===== config.mk =====
export PLATFORM = sky130hd
export DESIGN_NAME = chacha20_stream_xor_top
export DESIGN_NICKNAME = d
export VERILOG_FILES = /design/src/hw/rtl/csx_pkg.sv /design/src/hw/rtl/csx_ram.sv /design/src/hw/rtl/csx_mix_unit.sv /design/src/hw/rtl/chacha20_stream_xor_top.sv
export SDC_FILE = /design/constraint.sdc
export NUM_CORES = 2
export LEC_CHECK = 0
export BUFFER_PORTS_ARGS = -buffer_cell sky130_fd_sc_hd__buf_4
export CAP_MARGIN = 10
export CELL_PAD_IN_SITES_DETAIL_PLACEMENT = 1
export CELL_PAD_IN_SITES_GLOBAL_PLACEMENT = 1
export CORE_ASPECT_RATIO = 0.9
export CORE_MARGIN = 2
export CORE_UTILIZATION = 25
export DETAILED_ROUTE_END_ITERATION = 8
export GPL_TIMING_DRIVEN = 0
export HOLD_SLACK_MARGIN = 0.08
export PLACE_DENSITY_LB_ADDON = 0.1
export SETUP_SLACK_MARGIN = 0.15
export SYNTH_ARGS = -nofsm -noshare
export SYNTH_HDL_FRONTEND = slang
export SYNTH_SLANG_ARGS = --single-unit
export TNS_END_PERCENT = 10

===== constraint.sdc =====
create_clock -name clock -period 30.4 [get_ports clock]
set_clock_uncertainty 0.2 [all_clocks]
set_input_delay 1.52 -clock clock [delete_from_list [all_inputs] [get_ports clock]]
set_output_delay 1.52 -clock clock [all_outputs]
set_load 0.01 [all_outputs]

===== src/hw/rtl/csx_pkg.sv =====
// ----------------------------------------------------------------------------
// csx_pkg: shared types and constants of the ChaCha20 stream XOR block
// Holds the word type, the sequencer states, the rotate selections of the
// mixing unit and the configuration register indexes.
// ----------------------------------------------------------------------------
`default_nettype none

package csx_pkg;

   localparam int WordW          = 32;
   localparam int CsrDataW       = 64;
   localparam int CsrIdxW        = 3;
   localparam int CSX_DOUBLE_ROUNDS = 10;
   localparam int BlockWords     = 16;

   typedef logic [WordW-1:0] csx_word_type;

   // The four words of the "expand 32-byte k" constant.
   localparam csx_word_type SIGMA [4] = '{
      32'h61707865, 32'h3320646e, 32'h79622d32, 32'h6b206574
   };

   typedef enum logic [1:0] {
      ROT16,
      ROT12,
      ROT8,
      ROT7
   } csx_rot_type;

   typedef enum logic [2:0] {
      ST_IDLE,
      ST_ROUND,
      ST_FINAL,
      ST_READ,
      ST_DELIVER
   } csx_state_type;

   typedef enum logic [CsrIdxW-1:0] {
      CSR_KEY_0_7,
      CSR_KEY_8_15,
      CSR_KEY_16_23,
      CSR_KEY_24_31,
      CSR_NONCE_0_7,
      CSR_NONCE_8_11,
      CSR_START_COUNTER
   } csx_csr_type;

endpackage

`default_nettype wire


===== src/hw/rtl/csx_ram.sv =====
// ----------------------------------------------------------------------------
// csx_ram: generic single-write, single-read RAM
// One write port and one read port with registered read data.
// ----------------------------------------------------------------------------
`default_nettype none

module csx_ram #(
   parameter int WIDTH = 32,
   parameter int DEPTH = 16
) (
   input  logic                     clock,
   input  logic                     wr_en,
   input  logic [$clog2(DEPTH)-1:0] wr_addr,
   input  logic [WIDTH-1:0]         wr_data,
   input  logic                     rd_en,
   input  logic [$clog2(DEPTH)-1:0] rd_addr,
   output logic [WIDTH-1:0]         rd_data
);

   logic [WIDTH-1:0] mem_ff [DEPTH];
   logic [WIDTH-1:0] rd_data_ff;

   always_ff @(posedge clock) begin
      if (wr_en) begin
         mem_ff[wr_addr] <= wr_data;
      end
      if (rd_en) begin
         rd_data_ff <= mem_ff[rd_addr];
      end
   end

   assign rd_data = rd_data_ff;

endmodule

`default_nettype wire


===== src/hw/rtl/csx_mix_unit.sv =====
// ----------------------------------------------------------------------------
// csx_mix_unit: shared add, XOR and rotate unit
// Computes sum = x + y and mix = rotl(z ^ sum, r), one quarter-round step.
// ----------------------------------------------------------------------------
`default_nettype none

module csx_mix_unit (
   input  csx_pkg::csx_word_type x,
   input  csx_pkg::csx_word_type y,
   input  csx_pkg::csx_word_type z,
   input  csx_pkg::csx_rot_type  rot,
   output csx_pkg::csx_word_type sum,
   output csx_pkg::csx_word_type mix
);

   import csx_pkg::*;

   csx_word_type sum_w;
   csx_word_type xor_w;

   always_comb begin
      sum_w = x + y;
      xor_w = z ^ sum_w;
      case (rot)
         ROT16:   mix = {xor_w[15:0], xor_w[31:16]};
         ROT12:   mix = {xor_w[19:0], xor_w[31:20]};
         ROT8:    mix = {xor_w[23:0], xor_w[31:24]};
         ROT7:    mix = {xor_w[24:0], xor_w[31:25]};
         default: mix = xor_w;
      endcase
   end

   assign sum = sum_w;

endmodule

`default_nettype wire


===== src/hw/rtl/chacha20_stream_xor_top.sv =====
// ----------------------------------------------------------------------------
// chacha20_stream_xor_top: ChaCha20 keystream XOR, one byte per beat
// A buffered byte is read from the buffer, then sent to the output register;
// a refused byte goes straight to the output. A byte that needs a new block
// first has it made: one quarter-round step, then one feed-forward word, per
// cycle on the shared unit. A beat is done before the next is taken, and a
// result held at the output stalls the next beat. Synchronous reset clears
// the configuration and control registers and leaves the buffer empty.
// ----------------------------------------------------------------------------
`default_nettype none

module chacha20_stream_xor_top #(
   parameter int DOUBLE_ROUNDS = csx_pkg::CSX_DOUBLE_ROUNDS
) (
   input  logic                          clock,
   input  logic                          reset,
   // Input channel
   input  logic                          req_valid,
   output logic                          req_ready,
   input  logic [7:0]                    req_in_byte,
   input  logic                          req_request_last,
   // Result channel
   output logic                          rsp_valid,
   input  logic                          rsp_ready,
   output logic [7:0]                    rsp_out_byte,
   output logic                          rsp_refused,
   output logic                          rsp_last_out,
   // Configuration write port
   input  logic                          csr_wr_en,
   input  logic [csx_pkg::CsrIdxW-1:0]   csr_index,
   input  logic [csx_pkg::CsrDataW-1:0]  csr_wr_data
);

   import csx_pkg::*;

   // The round counter walks every quarter-round step of every double round.
   // Its low two bits are the step within a quarter round, the next two the
   // column, and bit 4 tells a column round from a diagonal round. During the
   // feed-forward pass its low four bits index the word.
   localparam int RoundSteps = DOUBLE_ROUNDS * 32;
   localparam int RndW       = $clog2(RoundSteps);
   localparam int BufAddrW   = $clog2(BlockWords);

   // Configuration registers.
   logic [63:0]   key0_ff, key0_in;
   logic [63:0]   key1_ff, key1_in;
   logic [63:0]   key2_ff, key2_in;
   logic [63:0]   key3_ff, key3_in;
   logic [63:0]   nonce_lo_ff, nonce_lo_in;
   csx_word_type  nonce_hi_ff, nonce_hi_in;
   csx_word_type  start_ff, start_in;
   logic          restart;
   csx_word_type  restart_counter;

   // Stream state.
   csx_state_type state_ff, state_in;
   csx_word_type  counter_ff, counter_in;
   logic [6:0]    pos_ff, pos_in;
   logic          wrapped_ff, wrapped_in;
   logic [RndW-1:0] rnd_ff, rnd_in;

   // Working words of the block function; the quarter round always acts on
   // column 0 and the rows are rotated round it.
   csx_word_type  work_ff [BlockWords];
   csx_word_type  work_in [BlockWords];
   csx_word_type  init_w  [BlockWords];

   // Item held while it is worked on, and the output register.
   logic [7:0]    hold_byte_ff, hold_byte_in;
   logic          hold_last_ff, hold_last_in;
   logic          hold_refused_ff, hold_refused_in;
   logic          rsp_valid_ff, rsp_valid_in;
   logic [7:0]    rsp_byte_ff, rsp_byte_in;
   logic          rsp_refused_ff, rsp_refused_in;
   logic          rsp_last_ff, rsp_last_in;

   // Shared unit and keystream buffer.
   csx_word_type  mix_x, mix_y, mix_z, mix_sum, mix_out;
   csx_rot_type   mix_rot;
   logic          buf_wr_en;
   logic          buf_rd_en;
   csx_word_type  buf_rd_data;
   logic [7:0]    ks_byte;

   logic [1:0]    step;
   logic [1:0]    row_amt;
   logic [1:0]    col_sel;
   logic [3:0]    ff_idx;
   logic          out_free;
   logic          last_step;

   assign step      = rnd_ff[1:0];
   assign ff_idx    = rnd_ff[3:0];
   assign last_step = (rnd_ff == RndW'(RoundSteps - 1));
   assign out_free  = !rsp_valid_ff || rsp_ready;

   // ---------------------------------------------------------------------
   // Configuration writes. Any write to a known register restarts the
   // stream from the start counter; the start counter itself takes effect
   // in the same write.
   // ---------------------------------------------------------------------
   always_comb begin
      key0_in     = key0_ff;
      key1_in     = key1_ff;
      key2_in     = key2_ff;
      key3_in     = key3_ff;
      nonce_lo_in = nonce_lo_ff;
      nonce_hi_in = nonce_hi_ff;
      start_in    = start_ff;
      restart     = 1'b0;
      if (csr_wr_en) begin
         case (csx_csr_type'(csr_index))
            CSR_KEY_0_7: begin
               key0_in = csr_wr_data;
               restart = 1'b1;
            end
            CSR_KEY_8_15: begin
               key1_in = csr_wr_data;
               restart = 1'b1;
            end
            CSR_KEY_16_23: begin
               key2_in = csr_wr_data;
               restart = 1'b1;
            end
            CSR_KEY_24_31: begin
               key3_in = csr_wr_data;
               restart = 1'b1;
            end
            CSR_NONCE_0_7: begin
               nonce_lo_in = csr_wr_data;
               restart = 1'b1;
            end
            CSR_NONCE_8_11: begin
               nonce_hi_in = csr_wr_data[31:0];
               restart = 1'b1;
            end
            CSR_START_COUNTER: begin
               start_in = csr_wr_data[31:0];
               restart = 1'b1;
            end
            default: begin
               restart = 1'b0;
            end
         endcase
      end
      restart_counter = start_in;
   end

   // Initial block state: constant, key, counter and nonce.
   always_comb begin
      init_w[0]  = SIGMA[0];
      init_w[1]  = SIGMA[1];
      init_w[2]  = SIGMA[2];
      init_w[3]  = SIGMA[3];
      init_w[4]  = key0_ff[31:0];
      init_w[5]  = key0_ff[63:32];
      init_w[6]  = key1_ff[31:0];
      init_w[7]  = key1_ff[63:32];
      init_w[8]  = key2_ff[31:0];
      init_w[9]  = key2_ff[63:32];
      init_w[10] = key3_ff[31:0];
      init_w[11] = key3_ff[63:32];
      init_w[12] = counter_ff;
      init_w[13] = nonce_lo_ff[31:0];
      init_w[14] = nonce_lo_ff[63:32];
      init_w[15] = nonce_hi_ff;
   end

   // ---------------------------------------------------------------------
   // Operand selection for the shared unit. Even steps do a += b and
   // d = rotl(d ^ a); odd steps do c += d and b = rotl(b ^ c). In the
   // feed-forward pass the unit adds the initial word to the working word.
   // ---------------------------------------------------------------------
   always_comb begin
      mix_x   = work_ff[ff_idx];
      mix_y   = init_w[ff_idx];
      mix_z   = '0;
      mix_rot = ROT16;
      if (state_ff == ST_ROUND) begin
         if (!step[0]) begin
            mix_x = work_ff[0];
            mix_y = work_ff[4];
            mix_z = work_ff[12];
         end else begin
            mix_x = work_ff[8];
            mix_y = work_ff[12];
            mix_z = work_ff[4];
         end
         case (step)
            2'd0:    mix_rot = ROT16;
            2'd1:    mix_rot = ROT12;
            2'd2:    mix_rot = ROT8;
            default: mix_rot = ROT7;
         endcase
      end
   end

   csx_mix_unit u_mix (
      .x   (mix_x),
      .y   (mix_y),
      .z   (mix_z),
      .rot (mix_rot),
      .sum (mix_sum),
      .mix (mix_out)
   );

   // Keystream buffer: sixteen words, written by the feed-forward pass and
   // read one word per byte.
   csx_ram #(
      .WIDTH (WordW),
      .DEPTH (BlockWords)
   ) u_buf (
      .clock   (clock),
      .wr_en   (buf_wr_en),
      .wr_addr (ff_idx),
      .wr_data (mix_sum),
      .rd_en   (buf_rd_en),
      .rd_addr (pos_ff[5:2]),
      .rd_data (buf_rd_data)
   );

   assign ks_byte = buf_rd_data[{pos_ff[1:0], 3'b000} +: 8];

   // ---------------------------------------------------------------------
   // Sequencer. An accepted beat either finds the stream refused, finds a
   // byte waiting in the buffer, or first has a new block made. The result
   // waits in the deliver state until the output register is free.
   // ---------------------------------------------------------------------
   always_comb begin
      csx_word_type tmp [BlockWords];

      state_in        = state_ff;
      counter_in      = counter_ff;
      pos_in          = pos_ff;
      wrapped_in      = wrapped_ff;
      rnd_in          = rnd_ff;
      work_in         = work_ff;
      hold_byte_in    = hold_byte_ff;
      hold_last_in    = hold_last_ff;
      hold_refused_in = hold_refused_ff;
      rsp_valid_in    = rsp_valid_ff && !rsp_ready;
      rsp_byte_in     = rsp_byte_ff;
      rsp_refused_in  = rsp_refused_ff;
      rsp_last_in     = rsp_last_ff;
      buf_wr_en       = 1'b0;
      buf_rd_en       = 1'b0;
      tmp             = work_ff;
      row_amt         = 2'd0;
      col_sel         = 2'd0;

      case (state_ff)
         ST_IDLE: begin
            if (req_valid) begin
               hold_byte_in    = req_in_byte;
               hold_last_in    = req_request_last;
               hold_refused_in = wrapped_ff;
               if (wrapped_ff) begin
                  state_in = ST_DELIVER;
               end else if (pos_ff[6]) begin
                  work_in  = init_w;
                  rnd_in   = '0;
                  state_in = ST_ROUND;
               end else begin
                  state_in = ST_READ;
               end
            end
         end

         ST_ROUND: begin
            if (!step[0]) begin
               tmp[0]  = mix_sum;
               tmp[12] = mix_out;
            end else begin
               tmp[8]  = mix_sum;
               tmp[4]  = mix_out;
            end
            if (step == 2'd3) begin
               // Bring the next column to column 0. After the last column
               // of a round the rows are also moved into or out of the
               // diagonal arrangement.
               for (int r = 0; r < 4; r++) begin
                  for (int c = 0; c < 4; c++) begin
                     if (rnd_ff[3:2] == 2'd3) begin
                        row_amt = rnd_ff[4] ? (2'd1 - 2'(r)) : (2'd1 + 2'(r));
                     end else begin
                        row_amt = 2'd1;
                     end
                     col_sel = 2'(c) + row_amt;
                     work_in[4 * r + c] = tmp[{2'(r), col_sel}];
                  end
               end
            end else begin
               work_in = tmp;
            end
            if (last_step) begin
               rnd_in   = '0;
               state_in = ST_FINAL;
            end else begin
               rnd_in = rnd_ff + 1'b1;
            end
         end

         ST_FINAL: begin
            buf_wr_en = 1'b1;
            if (ff_idx == 4'(BlockWords - 1)) begin
               counter_in = counter_ff + 1'b1;
               pos_in     = '0;
               rnd_in     = '0;
               state_in   = ST_READ;
            end else begin
               rnd_in = rnd_ff + 1'b1;
            end
         end

         ST_READ: begin
            buf_rd_en = 1'b1;
            state_in  = ST_DELIVER;
         end

         ST_DELIVER: begin
            if (out_free) begin
               rsp_valid_in   = 1'b1;
               rsp_refused_in = hold_refused_ff;
               rsp_last_in    = hold_last_ff;
               if (hold_refused_ff) begin
                  rsp_byte_in = '0;
               end else begin
                  rsp_byte_in = hold_byte_ff ^ ks_byte;
                  pos_in      = pos_ff + 1'b1;
                  // The block for the last counter value is used in full;
                  // once it runs dry the stream is refused.
                  if ((pos_ff == 7'd63) && (counter_ff == '0)) begin
                     wrapped_in = 1'b1;
                  end
               end
               state_in = ST_IDLE;
            end
         end

         default: begin
            state_in = ST_IDLE;
         end
      endcase

      if (restart) begin
         counter_in = restart_counter;
         pos_in     = 7'd64;
         wrapped_in = 1'b0;
      end
   end

   // ---------------------------------------------------------------------
   // Registers.
   // ---------------------------------------------------------------------
   always_ff @(posedge clock) begin
      if (reset) begin
         key0_ff      <= '0;
         key1_ff      <= '0;
         key2_ff      <= '0;
         key3_ff      <= '0;
         nonce_lo_ff  <= '0;
         nonce_hi_ff  <= '0;
         start_ff     <= '0;
         state_ff     <= ST_IDLE;
         counter_ff   <= '0;
         pos_ff       <= 7'd64;
         wrapped_ff   <= 1'b0;
         rnd_ff       <= '0;
         rsp_valid_ff <= 1'b0;
      end else begin
         key0_ff      <= key0_in;
         key1_ff      <= key1_in;
         key2_ff      <= key2_in;
         key3_ff      <= key3_in;
         nonce_lo_ff  <= nonce_lo_in;
         nonce_hi_ff  <= nonce_hi_in;
         start_ff     <= start_in;
         state_ff     <= state_in;
         counter_ff   <= counter_in;
         pos_ff       <= pos_in;
         wrapped_ff   <= wrapped_in;
         rnd_ff       <= rnd_in;
         rsp_valid_ff <= rsp_valid_in;
      end
   end

   always_ff @(posedge clock) begin
      work_ff         <= work_in;
      hold_byte_ff    <= hold_byte_in;
      hold_last_ff    <= hold_last_in;
      hold_refused_ff <= hold_refused_in;
      rsp_byte_ff     <= rsp_byte_in;
      rsp_refused_ff  <= rsp_refused_in;
      rsp_last_ff     <= rsp_last_in;
   end

   assign req_ready    = (state_ff == ST_IDLE);
   assign rsp_valid    = rsp_valid_ff;
   assign rsp_out_byte = rsp_byte_ff;
   assign rsp_refused  = rsp_refused_ff;
   assign rsp_last_out = rsp_last_ff;

endmodule

`default_nettype wire


==> reports/qor.json <==
{
  "tritoncts.num_buffers": 188,
  "fp.coreArea_mm2": 0.3069,
  "critical_path_class": "reg -> reg",
  "detail_route.wl_per_cell_um": 46.22,
  "ioPinCount": 93,
  "num-nets-final": 7446,
  "sum_of_negative_setup_slack_ps": 0,
  "synth-compound-area-share": 0.1267,
  "data_required_time_at_the_worst_endpoint_ps": 30770,
  "timing.final.max_slew_violations": 25,
  "synth_top_family_by_area": "multiplexers",
  "gr-usage-met3": 0.09634,
  "finalWeightedCongestion": 1.060,
  "via_count": 67905,
  "final_layout_size_suffix_gt1_frac": 0.1530,
  "max_clock_freq_ghz": 0.06924,
  "drt_pass1_iterations": 9,
  "total_of_cells_resized_after_clock_tree_synthesis": 0,
  "p_r_area_growth_vs_syn_pct": 18.88,
  "irDropWorstVdd_mv": 0.1017,
  "minimum_clock_period_after_layout_ps": 14440,
  "first_global_vias": 64333,
  "cts.hold.buffers_added": 0,
  "hpwl_um": 425900,
  "timing.final.hold_violations": 0,
  "grt-busiest-layer": "met2",
  "regArea_mm2": 0.04106,
  "tritoncts_num_sinks": 1513,
  "htree_levels": 4,
  "yosys-mux-area-fraction": 0.1734,
  "final_setup_violation_count": 0,
  "clkSlewWorstSetupHoldPaths_ps": 60,
  "min-delay-path-class": "reg -> reg",
  "synth-async-reset-ratio": 0,
  "remaining_global_route_overflow": 0,
  "critical_path.endpoint_type": "register",
  "synth-edff-count": 1076,
  "rsz0062_at_grt": "no",
  "initial_core_util": 0.2511,
  "layout.filler_cells": 33926,
  "utilization": 0.2985,
  "synth-main-ff-cell": "sky130_fd_sc_hd__edfxtp_1",
  "post_synth_instance_area_mm2": 0.07707,
  "status": "complete, but fails checks",
  "max_capacitance_violation_count": 3,
  "synth.lib_cells_used.distinct": 94,
  "ys_seq_area_frac": 0.5328,
  "pin_slew_with_the_least_headroom_to_its_limit_ps": 1578,
  "synth-xor-area-share": 0.01383,
  "min_period_over_period": 0.4751,
  "post-cts-setup-buffers": 0,
  "synth-warning-count": 0,
  "floorplan.rows": 193,
  "drc_errors": 0,
  "grt_pass1_wl_um": 684800,
  "vias_per_cell": 5.843,
  "crit_arrival_ps": 14810,
  "die_area_mm2": 0.3127,
  "worst_skew_pair_later_pin_latency_ps": 920,
  "leakagePower_nw": 29.37,
  "maxSlewHeadroom": -0.05209,
  "die_x_um": 589.3,
  "grt_util_met1": 0.4446,
  "largest_net_degree_at_the_start_of_global_routing": 42,
  "root_buf_cell": "sky130_fd_sc_hd__clkbuf_16",
  "startpoint_type": "register",
  "failed_checks": "max-capacitance violations, max-slew violations",
  "number_of_nets_in_the_synthesized_netlist": 7047,
  "gr-usage-met2": 0.4852,
  "cts_buffer_depth": 4,
  "synth_simple_gate_area_share": 0.1146,
  "post_synth_fa_ha_maj_area_fraction": 0.007078,
  "yosys_register_bits": 1513,
  "cp_max_fanout": 11,
  "port_buffers": 87,
  "antenna_found_initial": 68,
  "total_power_divided_by_cell_area_mw_per_mm2": 108.5,
  "gr_util_all_layers": 0.3353,
  "drc_violation_total_after_the_first_tritonroute_iteration": 10086,
  "ant_nets": 0,
  "cts_tree": "yes",
  "synth_cells": 6923,
  "syn_avg_cell_area_um2": 11.13,
  "multi_input_gate_area_mm2": 0.03400,
  "wl_um": 537200,
  "floorplan.die.height_um": 530.7
}
## worst paths after layout
kind | startpoint | end | slack, ps | cells after the start
setup reg to reg | rnd_ff[1] | work_ff[109] | 15960 | 25
hold reg to reg | hold_last_ff | rsp_last_out | 230 | 0
setup / recovery | rnd_ff[1] | work_ff[109] | 15960 | 25
hold / removal | hold_last_ff | rsp_last_out | 230 | 0
## kinds of logic after synthesis
kind of cell / after synthesis
adder cells (fa/ha/maj): 43
AO/OA/AOI/OAI: 1659
buffers and inverters: 612
flip-flops: 1513
AND/OR/NAND/NOR: 2161
XOR/XNOR: 104
multiplexers: 831
## sequential cells by signal (all words and copies together), names as in the netlist, 3 cells and up
name and cells:
key1_ff 64, rsp_out_byte 8, state_ff 3, rnd_ff 9
u_buf.mem_ff 512, nonce_hi_ff 32, start_ff 32, pos_ff 7
u_buf.rd_data 32, key2_ff 64, nonce_lo_ff 64, key3_ff 64
counter_ff 32, work_ff 512, hold_byte_ff 8, key0_ff 64
## worst max-delay path: stages (launching register included)
cell and delay [ps]:
sky130_fd_sc_hd__dfxtp_1 580, sky130_fd_sc_hd__buf_2 520, sky130_fd_sc_hd__clkbuf_1 740, sky130_fd_sc_hd__clkbuf_2 870
sky130_fd_sc_hd__buf_2 780, sky130_fd_sc_hd__clkbuf_1 980, sky130_fd_sc_hd__clkbuf_2 790, sky130_fd_sc_hd__inv_1 410
sky130_fd_sc_hd__ha_1 360, sky130_fd_sc_hd__nor2_1 560, sky130_fd_sc_hd__a211oi_1 100, sky130_fd_sc_hd__a31oi_1 880
sky130_fd_sc_hd__nand2_1 150, sky130_fd_sc_hd__o21ai_0 230, sky130_fd_sc_hd__ha_1 320, sky130_fd_sc_hd__buf_2 200
sky130_fd_sc_hd__nand4_1 170, sky130_fd_sc_hd__nor3_1 90, sky130_fd_sc_hd__o2bb2ai_1 290, sky130_fd_sc_hd__a221oi_1 340
sky130_fd_sc_hd__nand4b_1 880, sky130_fd_sc_hd__xnor2_1 960, sky130_fd_sc_hd__nor2_1 90, sky130_fd_sc_hd__a21oi_1 760
sky130_fd_sc_hd__mux2i_1 670, sky130_fd_sc_hd__o21ai_0 1000
## final cells by class
| class | count | area share |
|---|---|---|
| Timing Repair Buffer | 209 | 0.03068 |
| Multi-Input combinational cell | 4798 | 0.3711 |
| Inverter | 44 | 0.001803 |
| Buffer | 568 | 0.02525 |
| Tap cell | 4095 | 0.05592 |
| Clock inverter | 80 | 0.008439 |
| Antenna cell | 58 | 0.001584 |
| Clock buffer | 257 | 0.05707 |
| Sequential cell | 1513 | 0.4481 |
## synth_stat cells, drive strengths merged, types with 52 or more instances
cell type / number / area [µm²]
buf: 144 / 683.2
mux4: 396 / 8919
o21ai: 457 / 2295
nand2: 1383 / 5191
xnor2: 62 / 543.0
mux2: 72 / 810.8
nor2: 457 / 1715
and3: 63 / 394.1
mux2i: 363 / 3633
clkbuf: 424 / 1592
a21oi: 762 / 3829
nor3: 63 / 320.3
nand3: 52 / 260.3
edfxtp: 1076 / 32310
dfxtp: 437 / 8748
## metal layers
metal,wire length [µm],share of wire
met5,85,0.00016
met4,36290,0.068
met2,222400,0.41
met3,53450,0.099
met1,225000,0.42
## report_power, final
| group | internal (mW) | switching (mW) | leakage, nW |
|---|---|---|---|
| sequential | 2.84 | 0.320 | 13.7 |
| clock | 1.30 | 0.996 | 2.94 |
| combinational | 1.18 | 3.31 | 12.8 |
## placed cells by master, fill, tap and decap left out, types with 26 or more instances in the layout
master and count:
sky130_fd_sc_hd__ha_1 42, sky130_fd_sc_hd__nand2_1 1383, sky130_fd_sc_hd__a21oi_1 758, sky130_fd_sc_hd__a22oi_1 31, sky130_fd_sc_hd__edfxtp_1 1076, sky130_fd_sc_hd__buf_4 112
sky130_fd_sc_hd__clkinv_2 26, sky130_fd_sc_hd__dfxtp_1 437, sky130_fd_sc_hd__o21ai_0 427, sky130_fd_sc_hd__buf_2 75, sky130_fd_sc_hd__o22ai_1 33, sky130_fd_sc_hd__buf_12 31
sky130_fd_sc_hd__mux4_2 396, sky130_fd_sc_hd__clkinv_1 29, sky130_fd_sc_hd__diode_2 58, sky130_fd_sc_hd__inv_1 43, sky130_fd_sc_hd__o21ai_1 27, sky130_fd_sc_hd__clkbuf_16 192
sky130_fd_sc_hd__o221ai_1 30, sky130_fd_sc_hd__and3_1 63, sky130_fd_sc_hd__nor3_1 59, sky130_fd_sc_hd__mux2i_1 363, sky130_fd_sc_hd__clkbuf_1 449, sky130_fd_sc_hd__mux2_2 72
sky130_fd_sc_hd__a211oi_1 44, sky130_fd_sc_hd__a222oi_1 42, sky130_fd_sc_hd__a221oi_1 31, sky130_fd_sc_hd__xnor2_1 48, sky130_fd_sc_hd__o211ai_1 29, sky130_fd_sc_hd__nand3_1 52
sky130_fd_sc_hd__nor2b_1 28, sky130_fd_sc_hd__a31oi_1 44, sky130_fd_sc_hd__buf_1 54, sky130_fd_sc_hd__buf_8 49, sky130_fd_sc_hd__nor2_1 435
## stage by stage
step                      std cells  instance area, µm²  total power, mW  hold slack [ps]  worst slack (ps)
after global placement        11105               82850            7.285            203.6            -21220
after detailed placement      11218               85380            7.480            212.7             17200
after CTS                     11555               91390            9.778            230.6             17180
after floorplan                6923               77070            4.840            200.3             189.7
final                         11622               91620            9.939            231.3             15960
after global routing          11585               91530            10.05            245.6             16620
Note: power is estimated with default switching activity, not from simulation.
